`config.mk`:
```
export PLATFORM = sky130hd
export DESIGN_NAME = text_line_wrapper_unit
export DESIGN_NICKNAME = d
export VERILOG_FILES = /design/src/design/tlw_pkg.sv /design/src/design/text_line_wrapper_unit.sv
export SDC_FILE = /design/constraint.sdc
export NUM_CORES = 1
export LEC_CHECK = 0
export BUFFER_PORTS_ARGS = -buffer_cell sky130_fd_sc_hd__buf_4
export CORE_MARGIN = 8
export CORE_UTILIZATION = 45
export CTS_CLUSTER_DIAMETER = 30
export DETAILED_ROUTE_END_ITERATION = 10
export GPL_TIMING_DRIVEN = 0
export HOLD_SLACK_MARGIN = 0.02
export PLACE_DENSITY_LB_ADDON = 0.3
export SYNTH_ARGS = -nofsm -noshare
export SYNTH_HDL_FRONTEND = slang
export SYNTH_SLANG_ARGS = --single-unit
```
`constraint.sdc`:
```
create_clock -name i_clk -period 9.2 [get_ports i_clk]
set_clock_uncertainty 0.1 [all_clocks]
set_input_delay 1.38 -clock i_clk [delete_from_list [all_inputs] [get_ports i_clk]]
set_output_delay 1.38 -clock i_clk [all_outputs]
set_load 0.03 [all_outputs]
```
`src/design/tlw_pkg.sv`:
```
`timescale 1ns / 1ps

package tlw_pkg;

    localparam int OFF_W         = 32;
    localparam int COL_W         = 10;
    localparam int TAB_STOP      = 8;   // power of two
    localparam int FIFO_DEPTH    = 4;
    localparam int FIFO_AW       = $clog2(FIFO_DEPTH);
    localparam int FIFO_CW       = FIFO_AW + 1;

    localparam logic [COL_W-1:0] COLUMNS_RESET = COL_W'(80);

    localparam logic [7:0] CH_TAB   = 8'h09;
    localparam logic [7:0] CH_LF    = 8'h0A;
    localparam logic [7:0] CH_CR    = 8'h0D;
    localparam logic [7:0] CH_SPACE = 8'h20;

    typedef enum logic [0:0] {
        OP_BYTE = 1'b0,
        OP_END  = 1'b1
    } t_op;

    typedef enum logic [1:0] {
        TERM_NONE = 2'd0,
        TERM_CR   = 2'd1,
        TERM_LF   = 2'd2
    } t_term;

    typedef struct packed {
        logic [OFF_W-1:0] line_begin;
        logic [OFF_W-1:0] line_length;
        logic             final_line;
        logic             end_of_run;
    } t_rec;

    // cell count that the break test sees: count + 1, rounded up to a tab stop for a tab
    function automatic logic [COL_W+1:0] cell_span(input logic [COL_W-1:0] cnt,
                                                   input logic tab);
        logic [COL_W+1:0] n;
        n = {2'b00, cnt} + (COL_W+2)'(1);
        if (tab) begin
            n = (n + (COL_W+2)'(TAB_STOP - 1)) & ~((COL_W+2)'(TAB_STOP - 1));
        end
        return n;
    endfunction

endpackage

```
`src/design/text_line_wrapper_unit.sv`:
```
`timescale 1ns / 1ps
// Greedy text line wrapper.
// Input channel (i_valid / o_stall): one beat per text byte (i_opcode = byte) or
// one end-of-text beat (i_opcode = end). A beat is taken when i_valid is high and
// o_stall is low.
// Output channel (o_valid / i_stall): one beat per finished line record
// (start offset, length, final_line, end_of_run). end_of_run marks the last
// record caused by one input beat.
// Config channel (i_cfg_valid / o_cfg_ready): writes the column count; always
// ready. Write only while the block is idle.
// A taken input beat is registered; its records are then written to the record queue, whose head drives the output.
// Throughput: one input beat per cycle while the record queue can take two more
// records. A byte that breaks twice (space break then hard break) yields two
// records; a four-entry record queue absorbs these, and input stalls only when
// the queue cannot take two more records.
// Stall: i_stall holds the head record; once the queue is near full, o_stall rises.
// Reset (synchronous, active low): offsets, counters and the queue clear, column
// count returns to 80.
module text_line_wrapper_unit (
    input  logic                      i_clk,
    input  logic                      i_rst_n,
    input  logic                      i_valid,
    output logic                      o_stall,
    input  logic                      i_opcode,
    input  logic [7:0]                i_text_byte,
    output logic                      o_valid,
    input  logic                      i_stall,
    output logic [tlw_pkg::OFF_W-1:0] o_line_begin,
    output logic [tlw_pkg::OFF_W-1:0] o_line_length,
    output logic                      o_final_line,
    output logic                      o_end_of_run,
    input  logic                      i_cfg_valid,
    output logic                      o_cfg_ready,
    input  logic [tlw_pkg::COL_W-1:0] i_columns
);
    import tlw_pkg::*;

    logic               r_in_vld;
    logic               r_in_op;
    logic [7:0]         r_in_byte;

    logic [COL_W-1:0]   r_columns;
    logic [OFF_W-1:0]   r_pos,   n_pos;
    logic [OFF_W-1:0]   r_start, n_start;
    logic [COL_W-1:0]   r_cc,    n_cc;
    logic [OFF_W-1:0]   r_sp,    n_sp;
    t_term              r_pend,  n_pend;

    t_rec               r_fifo [FIFO_DEPTH];
    logic [FIFO_AW-1:0] r_wr_ptr;
    logic [FIFO_AW-1:0] r_rd_ptr;
    logic [FIFO_CW-1:0] r_cnt;

    logic               go;
    logic               in_take;
    logic               pop;
    logic [1:0]         n_push;
    t_rec               rec0;
    t_rec               rec1;

    logic               is_tab;
    logic               is_cr;
    logic               is_lf;
    logic               is_space;
    logic [OFF_W-1:0]   k;
    logic               k_over;

    assign o_cfg_ready = 1'b1;

    assign go      = r_in_vld && (r_cnt <= FIFO_CW'(FIFO_DEPTH - 2));
    assign o_stall = r_in_vld && !go;
    assign in_take = i_valid && !o_stall;

    assign o_valid = (r_cnt != '0);
    assign pop     = o_valid && !i_stall;

    assign o_line_begin  = r_fifo[r_rd_ptr].line_begin;
    assign o_line_length = r_fifo[r_rd_ptr].line_length;
    assign o_final_line  = r_fifo[r_rd_ptr].final_line;
    assign o_end_of_run  = r_fifo[r_rd_ptr].end_of_run;

    assign is_tab   = (r_in_byte == CH_TAB);
    assign is_cr    = (r_in_byte == CH_CR);
    assign is_lf    = (r_in_byte == CH_LF);
    assign is_space = (r_in_byte == CH_SPACE);

    // bytes of the open line after a space break, before this byte: pos - (sp + 1)
    assign k      = r_pos + ~r_sp;
    assign k_over = (|k[OFF_W-1:COL_W]) ||
                    (cell_span(k[COL_W-1:0], is_tab) >= {2'b00, r_columns});

    always_comb begin
        n_pos   = r_pos;
        n_start = r_start;
        n_cc    = r_cc;
        n_sp    = r_sp;
        n_pend  = r_pend;
        n_push  = 2'd0;
        rec0    = '{line_begin: r_start, line_length: r_pos - r_start,
                    final_line: 1'b0, end_of_run: 1'b1};
        rec1    = '{line_begin: r_sp + OFF_W'(1), line_length: k,
                    final_line: 1'b0, end_of_run: 1'b1};
        if (r_in_op == OP_END) begin
            rec0.final_line = 1'b1;
            n_push  = 2'd1;
            n_pos   = '0;
            n_start = '0;
            n_cc    = '0;
            n_sp    = '0;
            n_pend  = TERM_NONE;
        end else if ((r_pend == TERM_CR && is_lf) || (r_pend == TERM_LF && is_cr)) begin
            // pair partner: swallowed
            n_pend  = TERM_NONE;
            n_pos   = r_pos + OFF_W'(1);
            n_start = r_pos + OFF_W'(1);
        end else begin
            n_pend = TERM_NONE;
            n_pos  = r_pos + OFF_W'(1);
            if (is_cr || is_lf) begin
                n_push  = 2'd1;
                n_start = r_pos + OFF_W'(1);
                n_cc    = '0;
                n_sp    = '0;
                n_pend  = is_cr ? TERM_CR : TERM_LF;
            end else if (cell_span(r_cc, is_tab) >= {2'b00, r_columns}) begin
                if (r_sp != '0) begin
                    rec0.line_length = r_sp + OFF_W'(1) - r_start;
                    n_sp = '0;
                    if (k_over) begin
                        rec0.end_of_run = 1'b0;
                        n_push  = 2'd2;
                        n_start = r_pos + OFF_W'(1);
                        n_cc    = '0;
                    end else begin
                        n_push  = 2'd1;
                        n_start = r_sp + OFF_W'(1);
                        n_cc    = k[COL_W-1:0] + COL_W'(1);
                        if (is_space) begin
                            n_sp = r_pos;
                        end
                    end
                end else begin
                    // hard break, byte dropped
                    n_push  = 2'd1;
                    n_start = r_pos + OFF_W'(1);
                    n_cc    = '0;
                end
            end else begin
                n_cc = r_cc + COL_W'(1);
                if (is_space) begin
                    n_sp = r_pos;
                end
            end
        end
    end

    always_ff @(posedge i_clk) begin
        if (!i_rst_n) begin
            r_in_vld  <= 1'b0;
            r_columns <= COLUMNS_RESET;
            r_pos     <= '0;
            r_start   <= '0;
            r_cc      <= '0;
            r_sp      <= '0;
            r_pend    <= TERM_NONE;
            r_wr_ptr  <= '0;
            r_rd_ptr  <= '0;
            r_cnt     <= '0;
        end else begin
            if (i_cfg_valid && o_cfg_ready) begin
                r_columns <= i_columns;
            end
            if (in_take) begin
                r_in_vld <= 1'b1;
            end else if (go) begin
                r_in_vld <= 1'b0;
            end
            if (go) begin
                r_pos    <= n_pos;
                r_start  <= n_start;
                r_cc     <= n_cc;
                r_sp     <= n_sp;
                r_pend   <= n_pend;
                r_wr_ptr <= r_wr_ptr + FIFO_AW'(n_push);
            end
            if (pop) begin
                r_rd_ptr <= r_rd_ptr + FIFO_AW'(1);
            end
            r_cnt <= r_cnt + (go ? FIFO_CW'(n_push) : FIFO_CW'(0))
                           - (pop ? FIFO_CW'(1) : FIFO_CW'(0));
        end
    end

    always_ff @(posedge i_clk) begin
        if (in_take) begin
            r_in_op   <= i_opcode;
            r_in_byte <= i_text_byte;
        end
        if (go && n_push != 2'd0) begin
            r_fifo[r_wr_ptr] <= rec0;
        end
        if (go && n_push == 2'd2) begin
            r_fifo[r_wr_ptr + FIFO_AW'(1)] <= rec1;
        end
    end

    a_fifo_bound: assert property (@(posedge i_clk) disable iff (!i_rst_n)
        r_cnt <= FIFO_CW'(FIFO_DEPTH))
        else $error("record queue overflow");

    a_end_clears: assert property (@(posedge i_clk) disable iff (!i_rst_n)
        (go && r_in_op == OP_END) |=> (r_pos == '0 && r_start == '0 && r_pend == TERM_NONE))
        else $error("end of text did not clear text state");

    a_double_eor: assert property (@(posedge i_clk) disable iff (!i_rst_n)
        (go && n_push == 2'd2) |-> (!rec0.end_of_run && rec1.end_of_run))
        else $error("double break marks wrong end_of_run");

    a_pend_clean: assert property (@(posedge i_clk) disable iff (!i_rst_n)
        (r_pend != TERM_NONE) |-> (r_cc == '0 && r_sp == '0))
        else $error("open line not empty after terminator");

endmodule
```
==> results.sh <==
export IMPL_status="finished, final reports clean"
export IMPL_cp_slowest_cell="or3b_2"
export IMPL_layout_common_cells="265 x edfxtp_1, 231 x o22ai_1, 159 x nor2_1"
export IMPL_finalSetupViolCount=0
export IMPL_hold_depth=2
export IMPL_drtPass1Iterations=6
export IMPL_synth_simple_gate_area_frac=0.1228
export IMPL_grt_max_degree=57
export IMPL_vias=22420
export IMPL_r2r_start="r_sp[0]"
export IMPL_hold_path_class="register to register"
export IMPL_slew_headroom=0.02427
export IMPL_io_pins=93
export IMPL_grt_ovfl_total=0
export IMPL_syn_area_per_cell_sq_um=10.06
export IMPL_synth_compound_area_frac=0.2005
export IMPL_clk_pin_slew_ps=50
export IMPL_hpwl_um=68110
export IMPL_cts_tree="built"
export IMPL_synthCells=2516
export IMPL_design_area_sq_mm=0.03029
export IMPL_ys_ff_latch=401
export IMPL_antenna_found_initial=1
export IMPL_final_nets=2855
export IMPL_final_util=0.5413
export IMPL_area_growth_pct=19.67
export IMPL_worstPathMaxFanout=9
export IMPL_root_buffer="clkbuf_16"
export IMPL_critical_path_class="register to register"
export IMPL_drtAntennaViolNets=0
export IMPL_cp_required_ps=9590
export IMPL_vias_per_cell=6.341
export IMPL_cts_setup_buffers=0
export IMPL_gp_congestion=0.9693
export IMPL_cts_num_sinks=401
export IMPL_reg2reg_to="r_cnt[2]"
export IMPL_slew_violations=0
export IMPL_die_area_sq_mm=0.06409
export IMPL_worst_pin_slew_ps=1423
export IMPL_antennaDiodeCount=0
export IMPL_clockBufferDepth=3
export IMPL_fp_dieH_um=253.2
export IMPL_cp_start_kind="register"
export IMPL_cts_hold_buf=0
export IMPL_io_buffers=91
export IMPL_fp_dieW_um=253.2
export IMPL_synth_top_area_share=0.3144
export IMPL_total_power_uw=6719
export IMPL_rsz0062_at_grt="false"
export IMPL_timing_final_crit_period_ps=8611
export IMPL_power_density_mw_per_mm2=221.8
export IMPL_synth_top_family_by_area="compound AO/OA/AOI/OAI gates"
export IMPL_grt_pass1_wl_um=132100
export IMPL_place_ws_ps=781.6
export IMPL_ys_flop_type="edfxtp_1"
export IMPL_core_rowCount=87
export IMPL_numCtsBuffers=90
export IMPL_drtIter0Drc=2472
export IMPL_synth_edf_count=265
export IMPL_grt_usage=0.2714
export IMPL_hold_viol_final=0
export IMPL_drive_gt1_frac=0.1424
export IMPL_p_leak_uw=0.01121
export IMPL_seq_area_frac_synth=0.4220
export IMPL_worst_ep_arrival_time_ps=9000
export IMPL_first_global_vias=21470
export IMPL_avgRoutedWirePerCell_um=25.32
export IMPL_synthTopCellsByArea="edfxtp_1 31%, dfxtp_1 11%, ha_1 6.1%, mux4_2 5.9%, o22ai_1 5.7%"
export IMPL_start_util=0.4524
export IMPL_r2r_slack_ps=590
export IMPL_ys_types=90
export IMPL_drc=0
export IMPL_ctsResizeCount=0
export IMPL_synth_mux_area_frac=0.08023
export IMPL_holdPathEnd="r_start[8]"
export IMPL_worstHoldStart="r_start[8]"
export IMPL_yosysTopAreaCell="edfxtp_1"
export IMPL_wirelength_um=89530
export IMPL_layout_commonest_cell="edfxtp_1"
export IMPL_finalCritPeriodShare=0.9360
export IMPL_cp_slowest_stage_delay_ps=510
export IMPL_end_kind="register"
export IMPL_max_freq_mhz=116.1
export IMPL_htreeDepth=3
export IMPL_fin_ws_ps=589.2
export IMPL_insertion_delay_ps=630
export IMPL_synth_area_sq_mm=0.02531
export IMPL_core_region_area_sq_mm=0.05595
export IMPL_synth_fa_ha_area_frac=0.06436
export IMPL_ir_drop_uv=149.1
export IMPL_async_flop_share=0
export IMPL_n_fill_cell=4936
export IMPL_placed_cell_area_sq_mm=0.02711
export IMPL_fin_cells=3536
export IMPL_drv_cap=0
export IMPL_dp_cells=3368
export IMPL_ys_warn_count=0
export IMPL_rr_worst_depth=35
export IMPL_syn_nets=2667
export IMPL_synthXorXnorAreaFrac=0.06016
-- how the worst max path moves through the flow --
| stage | startpoint | end | slack, ps | cells after the start |
|---|---|---|---|---|
| after floorplan | r_sp[0] | r_fifo[0][10] | 1650 | 29 |
| after global routing | r_sp[0] | r_cnt[2] | 190 | 35 |
| after global placement | r_sp[0] | r_fifo[0][5] | -1100 | 29 |
| after CTS | r_sp[0] | r_cnt[2] | 740 | 35 |
| after detailed placement | r_sp[0] | r_cnt[2] | 780 | 35 |
| final | r_sp[0] | r_cnt[2] | 590 | 35 |
-- cells by family (layout without fill, tap and decap cells) --
logic type,after synthesis,after routing
simple gates,623,623
xor+xnor,173,173
flops,401,401
other cells,1,1
fa+ha+maj,128,128
mux,120,120
compound gates,764,764
buf+inv,306,570
-- stage by stage --
step	setup TNS [ps]	hold slack (ps)
2_1_floorplan	0	325.0
3_3_place_gp	-258420	333.3
3_5_place_dp	0	341.8
4_1_cts	0	351.4
5_1_grt	0	370.5
6_report	0	351.7
-- cell type report --
cell class / instances / area, sq um / share of cell area
plain buffers: 166 / 734.5 / 0.02425
clock buffers: 105 / 2422 / 0.07997
clock inverters: 63 / 759.5 / 0.02507
inverters: 140 / 525.5 / 0.01735
multi-input cells: 1809 / 13420 / 0.4431
flip-flops and latches: 401 / 10680 / 0.3526
well taps: 756 / 945.9 / 0.03123
repair buffers: 96 / 800.8 / 0.02644
-- state kept, by name, summed over array words and instances (netlist names), named ones only --
| name | count |
|---|---|
| r_fifo | 264 |
| r_pend | 2 |
| r_wr_ptr | 2 |
| r_start | 32 |
| r_in_vld | 1 |
| r_cc | 10 |
| r_in_byte | 8 |
| r_cnt | 3 |
| r_pos | 32 |
| r_columns | 10 |
| r_in_op | 1 |
| r_sp | 32 |
| r_rd_ptr | 2 |
-- routing by layer --
layer / vias up / share of wire / routed length, um / global-route usage
met5: - / 0 / 0 / 0
met3: 213 / 0.097 / 8676 / 0.05049
met4: 0 / 0.054 / 4859 / 0.1468
met1: 10830 / 0.40 / 35580 / 0.3533
li1: 10040 / - / - / -
met2: 1340 / 0.45 / 40410 / 0.4260
-- cell usage after synthesis, types with 25 or more instances --
cell        n
a21o_1     37
a21oi_1   139
a22o_1     37
a32o_1     32
and3_1     29
clkbuf_1  116
dfxtp_1   136
edfxtp_1  265
ha_1      123
inv_1     140
mux2i_1    51
mux4_2     66
nand2_1   142
nand3_1    66
nand4_1    25
nor2_1    159
nor3_1     46
o21a_1     25
o21ai_0   106
o22ai_1   231
xnor2_1   124
xor2_1     48
-- critical path: cells and delay by family, from the launching register on --
| kind | cells | cell delay, ps |
|---|---|---|
| AO/OA/AOI/OAI | 7 | 1410 |
| XOR/XNOR | 4 | 900 |
| adder cells (fa/ha/maj) | 7 | 1780 |
| buffers and inverters | 6 | 920 |
| flip-flops | 1 | 380 |
| AND/OR/NAND/NOR | 11 | 2960 |
-- where the power goes --
part           internal, uW  switching (uW)
combinational           519             852
clock                  2240            1100
sequential             1980            31.1
No activity file was read; power rests on OpenSTA's default activity.
